`config.mk`:
```
export PLATFORM = sky130hd
export DESIGN_NAME = bounded_stable_priority_queue_top
export DESIGN_NICKNAME = d
export VERILOG_FILES = /design/src/rtl/core/bspq_pkg.sv /design/src/rtl/core/bspq_cell.sv /design/src/rtl/core/bounded_stable_priority_queue_top.sv
export SDC_FILE = /design/constraint.sdc
export NUM_CORES = 2
export LEC_CHECK = 0
export BUFFER_PORTS_ARGS = -buffer_cell sky130_fd_sc_hd__buf_4
export CORE_ASPECT_RATIO = 0.7
export CORE_MARGIN = 5
export CORE_UTILIZATION = 55
export DETAILED_ROUTE_END_ITERATION = 7
export GPL_ROUTABILITY_DRIVEN = 0
export GPL_TIMING_DRIVEN = 1
export PLACE_DENSITY = 0.74
export SETUP_SLACK_MARGIN = 0.05
export SLEW_MARGIN = 20
export SYNTH_ARGS = -nofsm -noshare
export SYNTH_HDL_FRONTEND = slang
export SYNTH_SLANG_ARGS = --single-unit
```
`constraint.sdc`:
```
create_clock -name clock -period 6.85 [get_ports clock]
set_input_delay 1.37 -clock clock [delete_from_list [all_inputs] [get_ports clock]]
set_output_delay 1.37 -clock clock [all_outputs]
set_load 0.02 [all_outputs]
```
`src/rtl/core/bspq_pkg.sv`:
```
// Shared types and constants for the bounded stable priority queue.
// No dependencies; the cell and the top level take names from here by scope.
package bspq_pkg;

   localparam int CAPACITY       = 16;
   localparam int KEY_BITS       = 16;
   localparam int PAYLOAD_BITS   = 32;
   localparam int COUNT_BITS     = $clog2(CAPACITY + 1);
   localparam int CSR_INDEX_BITS = 1;
   localparam int CSR_DATA_BITS  = 5;
   localparam int LIMIT_BITS     = 5;

   typedef enum logic [1:0] {
      CMD_ENQUEUE = 2'd0,
      CMD_DEQUEUE = 2'd1,
      CMD_CLEAR   = 2'd2,
      CMD_NOP     = 2'd3
   } command_type;

   typedef enum logic [1:0] {
      STATUS_OK    = 2'd0,
      STATUS_FULL  = 2'd1,
      STATUS_EMPTY = 2'd2
   } status_type;

   typedef enum logic [CSR_INDEX_BITS-1:0] {
      CSR_ORDERED_MODE   = 1'b0,
      CSR_CAPACITY_LIMIT = 1'b1
   } csr_index_type;

   typedef struct packed {
      logic enq;
      logic deq;
      logic clr;
      logic ordered;
   } cell_ctrl_type;

   typedef struct packed {
      logic                    occ;
      logic [KEY_BITS-1:0]     key;
      logic [PAYLOAD_BITS-1:0] payload;
   } entry_type;

endpackage

```
`src/rtl/core/bspq_cell.sv`:
```
// One slot of the sorted chain: holds an entry and trades it with its neighbours.
// Depends on bspq_pkg for the entry and control types.
module bspq_cell (
   input  logic                              clock,
   input  logic                              reset,
   input  bspq_pkg::cell_ctrl_type           ctrl,
   input  logic [bspq_pkg::KEY_BITS-1:0]     new_key,
   input  logic [bspq_pkg::PAYLOAD_BITS-1:0] new_payload,
   input  logic                              found_in,
   output logic                              found_out,
   input  bspq_pkg::entry_type               prev_entry,
   input  bspq_pkg::entry_type               next_entry,
   output bspq_pkg::entry_type               entry
);

   logic                              occ_ff, occ_in;
   logic [bspq_pkg::KEY_BITS-1:0]     key_ff, key_in;
   logic [bspq_pkg::PAYLOAD_BITS-1:0] payload_ff, payload_in;
   logic                              gt;
   logic                              take_new;

   assign gt        = ctrl.ordered & occ_ff & (new_key > key_ff);
   assign take_new  = ~found_in & (gt | ~occ_ff);
   assign found_out = found_in | gt | ~occ_ff;

   always_comb begin
      occ_in     = occ_ff;
      key_in     = key_ff;
      payload_in = payload_ff;
      if (ctrl.clr) begin
         occ_in = 1'b0;
      end else if (ctrl.enq) begin
         if (found_in) begin
            occ_in     = prev_entry.occ;
            key_in     = prev_entry.key;
            payload_in = prev_entry.payload;
         end else if (take_new) begin
            occ_in     = 1'b1;
            key_in     = new_key;
            payload_in = new_payload;
         end
      end else if (ctrl.deq) begin
         occ_in     = next_entry.occ;
         key_in     = next_entry.key;
         payload_in = next_entry.payload;
      end
   end

   always_ff @(posedge clock) begin
      if (reset) begin
         occ_ff <= 1'b0;
      end else begin
         occ_ff <= occ_in;
      end
   end

   always_ff @(posedge clock) begin
      key_ff     <= key_in;
      payload_ff <= payload_in;
   end

   assign entry = '{occ: occ_ff, key: key_ff, payload: payload_ff};

endmodule

```
`src/rtl/core/bounded_stable_priority_queue_top.sv`:
```
// Top level of the bounded stable priority queue: chain of bspq_cell slots,
// fill count, configuration registers and the response register. Uses bspq_pkg.
//
//   channel | direction | ports           | beat
//   req     | in        | req_valid/ready | command, rank_key, payload
//   rsp     | out       | rsp_valid/ready | status, out_valid, out_rank_key,
//           |           |                 | out_payload, entry_count
//   csr     | in        | csr_write_*     | one register write, no wait
//
// On each accepted request all slots compare against the new key at once
// and shift in the same edge, with the first-lower search rippling along the chain.
// The response appears in the cycle after its request beat and is held in an
// output register; a new request beat is taken while that register drains.
// Reset empties the queue and sets ordered mode and the full built capacity.
// A stalled response blocks further request beats only while it is not taken.
module bounded_stable_priority_queue_top (
   input  logic                                clock,
   input  logic                                reset,
   input  logic                                req_valid,
   output logic                                req_ready,
   input  logic [1:0]                          req_command,
   input  logic [bspq_pkg::KEY_BITS-1:0]       req_rank_key,
   input  logic [bspq_pkg::PAYLOAD_BITS-1:0]   req_payload,
   output logic                                rsp_valid,
   input  logic                                rsp_ready,
   output logic [1:0]                          rsp_status,
   output logic                                rsp_out_valid,
   output logic [15:0]                         rsp_out_rank_key,
   output logic [31:0]                         rsp_out_payload,
   output logic [4:0]                          rsp_entry_count,
   input  logic                                csr_write_enable,
   input  logic [bspq_pkg::CSR_INDEX_BITS-1:0] csr_index,
   input  logic [bspq_pkg::CSR_DATA_BITS-1:0]  csr_write_data
);

   localparam int NC = bspq_pkg::CAPACITY;
   localparam int CB = bspq_pkg::COUNT_BITS;

   logic                               ordered_mode_ff;
   logic [bspq_pkg::LIMIT_BITS-1:0]    capacity_limit_ff;
   logic [CB-1:0]                      fill_count_ff, fill_count_in;
   logic                               rsp_valid_ff, rsp_valid_in;
   bspq_pkg::status_type               status_ff, status_in;
   logic                               out_valid_ff, out_valid_in;
   logic [bspq_pkg::KEY_BITS-1:0]      out_key_ff, out_key_in;
   logic [bspq_pkg::PAYLOAD_BITS-1:0]  out_payload_ff, out_payload_in;
   logic [CB-1:0]                      count_out_ff;

   logic                               accept;
   logic [CB-1:0]                      limit;
   logic                               full;
   bspq_pkg::cell_ctrl_type            ctrl;
   bspq_pkg::entry_type                entries [NC];
   logic [NC:0]                        found;
   logic [NC-1:0]                      occ_vec;

   assign req_ready = ~rsp_valid_ff | rsp_ready;
   assign accept    = req_valid & req_ready;

   always_comb begin
      if (capacity_limit_ff == '0 || 32'(capacity_limit_ff) > NC) begin
         limit = CB'(NC);
      end else begin
         limit = CB'(capacity_limit_ff);
      end
   end

   assign full = fill_count_ff >= limit;

   always_comb begin
      ctrl           = '0;
      ctrl.ordered   = ordered_mode_ff;
      fill_count_in  = fill_count_ff;
      status_in      = status_ff;
      out_valid_in   = out_valid_ff;
      out_key_in     = out_key_ff;
      out_payload_in = out_payload_ff;
      if (accept) begin
         status_in      = bspq_pkg::STATUS_OK;
         out_valid_in   = 1'b0;
         out_key_in     = '0;
         out_payload_in = '0;
         case (bspq_pkg::command_type'(req_command))
            bspq_pkg::CMD_ENQUEUE: begin
               if (full) begin
                  status_in = bspq_pkg::STATUS_FULL;
               end else begin
                  ctrl.enq      = 1'b1;
                  fill_count_in = fill_count_ff + CB'(1);
               end
            end
            bspq_pkg::CMD_DEQUEUE: begin
               if (fill_count_ff == '0) begin
                  status_in = bspq_pkg::STATUS_EMPTY;
               end else begin
                  ctrl.deq       = 1'b1;
                  out_valid_in   = 1'b1;
                  out_key_in     = entries[0].key;
                  out_payload_in = entries[0].payload;
                  fill_count_in  = fill_count_ff - CB'(1);
               end
            end
            bspq_pkg::CMD_CLEAR: begin
               ctrl.clr      = 1'b1;
               fill_count_in = '0;
            end
            default: begin
            end
         endcase
      end
   end

   assign found[0] = 1'b0;

   for (genvar i = 0; i < NC; i++) begin : g_cell
      bspq_pkg::entry_type prev_e, next_e;
      if (i == 0) begin : g_first
         assign prev_e = '0;
      end else begin : g_mid
         assign prev_e = entries[i-1];
      end
      if (i == NC - 1) begin : g_last
         assign next_e = '0;
      end else begin : g_inner
         assign next_e = entries[i+1];
      end
      bspq_cell u_cell (
         .clock       (clock),
         .reset       (reset),
         .ctrl        (ctrl),
         .new_key     (req_rank_key),
         .new_payload (req_payload),
         .found_in    (found[i]),
         .found_out   (found[i+1]),
         .prev_entry  (prev_e),
         .next_entry  (next_e),
         .entry       (entries[i])
      );
      assign occ_vec[i] = entries[i].occ;
   end

   assign rsp_valid_in = accept | (rsp_valid_ff & ~rsp_ready);

   always_ff @(posedge clock) begin
      if (reset) begin
         ordered_mode_ff   <= 1'b1;
         capacity_limit_ff <= '0;
         fill_count_ff     <= '0;
         rsp_valid_ff      <= 1'b0;
      end else begin
         if (csr_write_enable) begin
            case (bspq_pkg::csr_index_type'(csr_index))
               bspq_pkg::CSR_ORDERED_MODE:   ordered_mode_ff   <= csr_write_data[0];
               bspq_pkg::CSR_CAPACITY_LIMIT: capacity_limit_ff <=
                  bspq_pkg::LIMIT_BITS'(csr_write_data);
               default: begin
               end
            endcase
         end
         fill_count_ff <= fill_count_in;
         rsp_valid_ff  <= rsp_valid_in;
      end
   end

   always_ff @(posedge clock) begin
      status_ff      <= status_in;
      out_valid_ff   <= out_valid_in;
      out_key_ff     <= out_key_in;
      out_payload_ff <= out_payload_in;
      if (accept) begin
         count_out_ff <= fill_count_in;
      end
   end

   assign rsp_valid        = rsp_valid_ff;
   assign rsp_status       = status_ff;
   assign rsp_out_valid    = out_valid_ff;
   assign rsp_out_rank_key = out_key_ff;
   assign rsp_out_payload  = out_payload_ff;
   assign rsp_entry_count  = count_out_ff;

   a_count_bound: assert property (@(posedge clock) disable iff (reset)
      32'(fill_count_ff) <= NC)
      else $error("fill count above capacity");

   a_occ_matches_count: assert property (@(posedge clock) disable iff (reset)
      $countones(occ_vec) == 32'(fill_count_ff))
      else $error("slot occupancy disagrees with fill count");

   a_pop_ok: assert property (@(posedge clock) disable iff (reset)
      rsp_valid_ff && out_valid_ff |-> status_ff == bspq_pkg::STATUS_OK)
      else $error("returned entry with non-ok status");

   a_full_refused: assert property (@(posedge clock) disable iff (reset)
      accept && req_command == bspq_pkg::CMD_ENQUEUE && full
      |=> status_ff == bspq_pkg::STATUS_FULL && $stable(fill_count_ff))
      else $error("enqueue into full queue not refused");

endmodule
```
After elaboration in Yosys (flattened, before gate mapping)
Cells that the tools add are included.
W data, S select, Z words.
Word-level totals
  register bits after elaboration: 852
  input port bits: 61
Operators by class
  add/subtract/negate cells: 2
  order comparisons: 18
  equal/unequal tests: 18
  mux-type cells: 203
  bitwise operators: 131
  reductions and logical operators: 41
Operators with widths (number)
  $mux W32: 63
  $mux W16: 63
  $gt A16 B16 Y1: 16
  $mux W1: 69
  $and A1 B1 Y1: 49
  $reduce_and A3 Y1: 16
  $or A1 B1 Y1: 46
  $ne A3 B1 Y1 const B: 15
  $not A1 Y1: 36
  $reduce_and A2 Y1: 18
  $mux W5: 4
  $pmux W5 S3: 1
  $logic_not A5 Y1: 2
  $add A5 B1 Y5 const B: 1
  $ge A5 B5 Y1: 1
  $gt A5 B5 Y1 const B: 1
  $sub A5 B1 Y5 const B: 1
  $pmux W2 S2: 1
  $reduce_or A2 Y1: 2
  $mux W3: 1
  $eq A2 B1 Y1 const B: 1
  $eq A2 B2 Y1 const B: 1
  $logic_not A2 Y1: 1
  $mux W2: 1
  other kinds (3): 3

Logic depth before layout (Yosys ltp)
  word-level depth: 36
  gate-level depth with buffers: 15
  depth with buffers taken out: 12

Cells and area by module
From an unflattened synthesis, not the netlist that was laid out.
Unflattened totals
  cells, all modules: 4672
  area total of the unflattened synthesis: 49281.0 um^2
Modules (own cells, without submodules)
  bspq_cell: instances 16, cells an instance 277, area each 2892.8 um^2
  bounded_stable_priority_queue_top: instances 1, cells an instance 240, area each 2996.6 um^2

Least setup slack after synthesis
Ideal clock, no wire load.
  path type: input -> register
  from: input port req_rank_key[0] (netlist bit)
  to: register g_cell[14].u_cell.key_ff[0] (netlist bit) (enable)
  data arrival time: 6.174 ns
  path slack: 0.194 ns
  stages: 12
  path buffers: 2
  path through: inv_1 -> ha_1 -> nor2b_1 -> o221ai_1 -> a311o_1 -> a32o_1 -> and4_1 -> nand2_1 -> clkbuf_1 -> clkbuf_1 -> nor2_1 -> a31oi_1
On the way
  cells in the longest elaborated chain, start to end: 33
  elaborated cells on any way between the ends: 62
  classes of those cells: order compare (15); eq/ne (1); bitwise (45); reduce/logical (1)
RTL lines
  from (decl): RTL line bounded_stable_priority_queue_top.sv:22  | input logic [bspq_pkg::KEY_BITS-1:0] req_rank_key,
  $gt A16 B16 Y1: RTL line bspq_cell.sv:22  | assign gt = ctrl.ordered & occ_ff & (new_key > key_ff);
  $and A1 B1 Y1: RTL line bspq_cell.sv:22
  $or A1 B1 Y1 (27 in series): RTL line bspq_cell.sv:24  | assign found_out = found_in | gt | ~occ_ff;
  $not A1 Y1: RTL line bspq_cell.sv:23  | assign take_new = ~found_in & (gt | ~occ_ff);
  $and A1 B1 Y1: RTL line bspq_cell.sv:23
  $ne A3 B1 Y1 (no line) *
  $reduce_and A3 Y1 (no line) *
  to (signal assigned): RTL line bspq_cell.sv:58  | key_ff <= key_in;
  to (decl): RTL line bspq_cell.sv:17  | logic [bspq_pkg::KEY_BITS-1:0] key_ff, key_in;
Every way passes the cells marked *; elsewhere a longest branch is shown, timed or not.
A chain may end at the register's enable or synchronous reset.

Worst setup path after layout
  from: input port req_rank_key[0] (netlist bit)
  to: register g_cell[13].u_cell.key_ff[9] (netlist bit) (data pin)
On the way
  cells in the longest elaborated chain, start to end: 29
  elaborated cells on any way between the ends: 53
  classes of those cells: order compare (13); mux (2); bitwise (38)
RTL lines
  $gt A16 B16 Y1: RTL line bspq_cell.sv:22
  $and A1 B1 Y1: RTL line bspq_cell.sv:22
  $or A1 B1 Y1 (23 in series): RTL line bspq_cell.sv:24
  $or A1 B1 Y1 * (2 in series): RTL line bspq_cell.sv:24
  $mux W16 *: RTL line bspq_cell.sv:33  | if (found_in) begin
  $mux W16 *: RTL line bspq_cell.sv:32  | end else if (ctrl.enq) begin
  to (signal assigned): RTL line bspq_cell.sv:58
  to (decl): RTL line bspq_cell.sv:17
Marked as above.

==> qor.tcl <==
set qor(post_cts_resized) 0
set qor(grt_pass1_vias) 35600
set qor(finalSetupViolCount) 0
set qor(vias_per_cell) 6.46
set qor(placement_rows) 90
set qor(number_of_enable_flip_flop_cells_after_synthesis) 824
set qor(total_cts_buffers) 85
set qor(grt_first_pass_wirelength_mm) 216
set qor(criticalPathCategory) {in -> reg}
set qor(yosys.cell_types.count) 65
set qor(slew_headroom_pct) 21.7
set qor(cts.repair_timing.setup_buffer_count) 0
set qor(max-cap-violations) 0
set qor(tritoncts) {yes}
set qor(cp-start-kind) {input port}
set qor(worst_setup_slack_for_register_to_register_paths_ns) 1.84
set qor(detailedPlacementHpwl_mm) 86.9
set qor(critPathCaptureType) {register}
set qor(drt_first_iter_violations) 5535
set qor(post-route-min-period_ns) 5.17
set qor(hold-path-cell-count) 2
set qor(clk_latency_ns) 0.68
set qor(dieHeight_um) 258
set qor(worst-endpoint-required_ns) 7.33
set qor(drtAntennaViolNets) 0
set qor(outcome) {finished, final reports clean}
set qor(powerDensity_nw_per_um2) 224
set qor(r2r_start) {capacity_limit_ff[0]}
set qor(grt_antenna_before_repair) 0
set qor(maximum_fanout_encountered_on_the_critical_timing_path) 44
set qor(final_max_slew_viol_count) 0
set qor(hold_path.startpoint) {capacity_limit_ff[3]}
set qor(grt_start_max_net_pins) 178
set qor(syn_avg_cell_area_um2) 10.2
set qor(cts.path.max_buffers) 3
set qor(fin_nets) 4980
set qor(seq_area_frac_synth_pct) 52.4
set qor(vias) 37900
set qor(antenna_cells) 0
set qor(worst_ep_arrival_time_ns) 5.65
set qor(cts.root.buffer_cell) {sky130_fd_sc_hd__clkbuf_16}
set qor(floorplan.core_area_um2) 86600
set qor(die_width_um) 364
set qor(fmaxAchievable_ghz) 0.194
set qor(h_tree_levels) 3
set qor(postSynth.topFlopCell) {sky130_fd_sc_hd__edfxtp_1}
set qor(total_leakage_power_nw) 21.4
set qor(power.ir.vdd_worst_v) 0.000202
set qor(reg2reg_to) {g_cell[13].u_cell.payload_ff[6]}
set qor(async_reset_ff_share_pct) 0
set qor(clock_pin_slew_on_the_worst_setup_and_hold_paths_ns) 0.06
set qor(cts-hold-fix-buffers) 0
set qor(share_of_cells_above_drive_strength_1_pct) 7.56
set qor(setup_tns_ns) 0
set qor(globalRoute.totalOverflow) 0
set qor(instances_no_fill) 5871
set qor(hold-path-endpoint) {capacity_limit_ff[3]}
set qor(grt_setup_unrepaired) {false}
set qor(netlist_area_um2) 48300
set qor(routed_wl_mm) 143
set qor(count_of_state_elements_after_synthesis) 852
set qor(finalHoldViolations) 0
set qor(pin_count) 119
set qor(floorplan.initialDensity_pct) 55.7
set qor(drtPass1Iterations) 6
set qor(syn2layout_area_growth_pct) 9.78
set qor(finClkSkew_ns) 0.0335
set qor(min_period_over_period_pct) 75.4
set qor(netlist_instances) 4736
set qor(design_power_total_w) 0.0119
set qor(cts_sinks) 852
set qor(timing.hold.worst.class) {reg -> reg}
set qor(synth-warning-count) 0
set qor(dr_wl_cell_um) 24.3
set qor(nFillCells) 6910
set qor(post-place-cells) 5716
set qor(post-route-drc-count) 0
set qor(port_buffers) 118
set qor(gr-usage-all-layers_pct) 29.6
set qor(synth_fp_nets) 5061
set qor(timing_worst_slew_pin_value_ns) 1.17
set qor(die_area_um2) 93900
set qor(rr_worst_depth) 14
==> per-layer routing <==
| layer | up-vias | part of all wire [%] | routed length (um) | GRT usage, % |
|---|---|---|---|---|
| li1 | 17100 | - | - | - |
| met1 | 18200 | 43 | 61300 | 45.5 |
| met2 | 2298 | 41 | 58100 | 41.3 |
| met3 | 270 | 13 | 18500 | 7.55 |
| met4 | 0 | 3.2 | 4610 | 8.81 |
| met5 | - | 0 | 0 | 0 |
==> critical path, stage by stage <==
cell and delay (ns):
sky130_fd_sc_hd__buf_4 0.16, sky130_fd_sc_hd__inv_1 0.42, sky130_fd_sc_hd__buf_4 0.28, sky130_fd_sc_hd__ha_1 0.16
sky130_fd_sc_hd__nor2b_1 0.04, sky130_fd_sc_hd__o21ai_0 0.31, sky130_fd_sc_hd__a31oi_1 0.19, sky130_fd_sc_hd__o32ai_1 0.84
sky130_fd_sc_hd__and3_1 0.38, sky130_fd_sc_hd__and4_4 0.51, sky130_fd_sc_hd__buf_4 0.58, sky130_fd_sc_hd__a31oi_1 0.17
sky130_fd_sc_hd__a22oi_1 0.21
==> Yosys cell counts (47+ instances only) <==
master,n,area share (%)
sky130_fd_sc_hd__a221o_1,49,1.0
sky130_fd_sc_hd__inv_1,264,2.1
sky130_fd_sc_hd__clkbuf_1,279,2.2
sky130_fd_sc_hd__nor2_1,262,2.0
sky130_fd_sc_hd__nand2_1,857,6.7
sky130_fd_sc_hd__a31oi_1,200,2.6
sky130_fd_sc_hd__o21ai_0,516,5.4
sky130_fd_sc_hd__a21oi_1,125,1.3
sky130_fd_sc_hd__ha_1,264,6.8
sky130_fd_sc_hd__and2_1,71,0.92
sky130_fd_sc_hd__mux2i_1,430,8.9
sky130_fd_sc_hd__nand3_1,123,1.3
sky130_fd_sc_hd__edfxtp_1,824,51
sky130_fd_sc_hd__nand4_1,56,0.73
sky130_fd_sc_hd__buf_2,47,0.49
==> how the worst max path moves through the flow <==
stage / start / to / depth (start not counted)
floorplan: req_rank_key[0] / g_cell[14].u_cell.key_ff[0] / 12
detailed placement: req_rank_key[0] / g_cell[3].u_cell.payload_ff[6] / 12
finish: req_rank_key[0] / g_cell[13].u_cell.key_ff[9] / 13
global placement: req_rank_key[0] / g_cell[3].u_cell.payload_ff[6] / 12
CTS: capacity_limit_ff[0] / g_cell[3].u_cell.payload_ff[2] / 14
global route: req_rank_key[0] / g_cell[13].u_cell.key_ff[9] / 13
==> metrics by stage <==
stage | hold slack, ns | worst slack [ns] | instance area, um^2 | utilization (%)
after global routing | 0.503 | 1.67 | 53000 | 61.2
after CTS | 0.474 | 1.77 | 52900 | 61.1
after detailed placement | 0.465 | 1.19 | 50200 | 58.0
after global placement | 0.458 | 1.29 | 50200 | 58.0
after floorplan | 0.436 | 0.194 | 48300 | -
final | 0.476 | 1.68 | 53000 | 61.2
==> where the power goes <==
part,switching (W),internal [W],leakage [nW],total [W]
Sequential,0.0000987,0.00593,7.80,0.00603
Clock,0.00211,0.00259,1.31,0.00470
Combinational,0.000794,0.000373,12.2,0.00117
==> cells by family after synthesis <==
family | after synthesis | share of synthesized area [%]
compound gates | 1121 | 14.1
fa+ha+maj | 264 | 6.84
buf+inv | 623 | 5.02
flops | 852 | 52.4
mux | 430 | 8.92
simple gates | 1446 | 12.7
==> registers in the layout, indices dropped and copies added (netlist names) <==
register                  flops
rsp_valid                     1
rsp_status                    2
rsp_entry_count               5
fill_count_ff                 5
ordered_mode_ff               1
rsp_out_valid                 1
g_cell.u_cell.occ_ff         16
rsp_out_payload              32
g_cell.u_cell.key_ff        256
capacity_limit_ff             5
g_cell.u_cell.payload_ff    512
rsp_out_rank_key             16
==> area by class of cell <==
cell class / instances / area (um^2) / area share, %
Multi-Input combinational cell: 3261 / 20800 / 39.3
Timing Repair Buffer: 191 / 1730 / 3.26
Sequential cell: 852 / 25300 / 47.8
Clock inverter: 46 / 403 / 0.760
Inverter: 264 / 992 / 1.87
Tap cell: 1150 / 1440 / 2.72
Clock buffer: 107 / 2280 / 4.31
==> layout by cell type, fill, tap and decap left out, drive strengths merged, types with 107 or more instances in the layout <==
cell type,synthesis,routed
nor2,262,262
clkbuf,279,107
a31oi,200,200
edfxtp,824,824
nand2,857,857
o21ai,535,535
a21oi,125,125
ha,264,264
inv,264,268
nand3,123,123
buf,80,191
mux2i,430,430
Power figures use the tool's default switching activity.
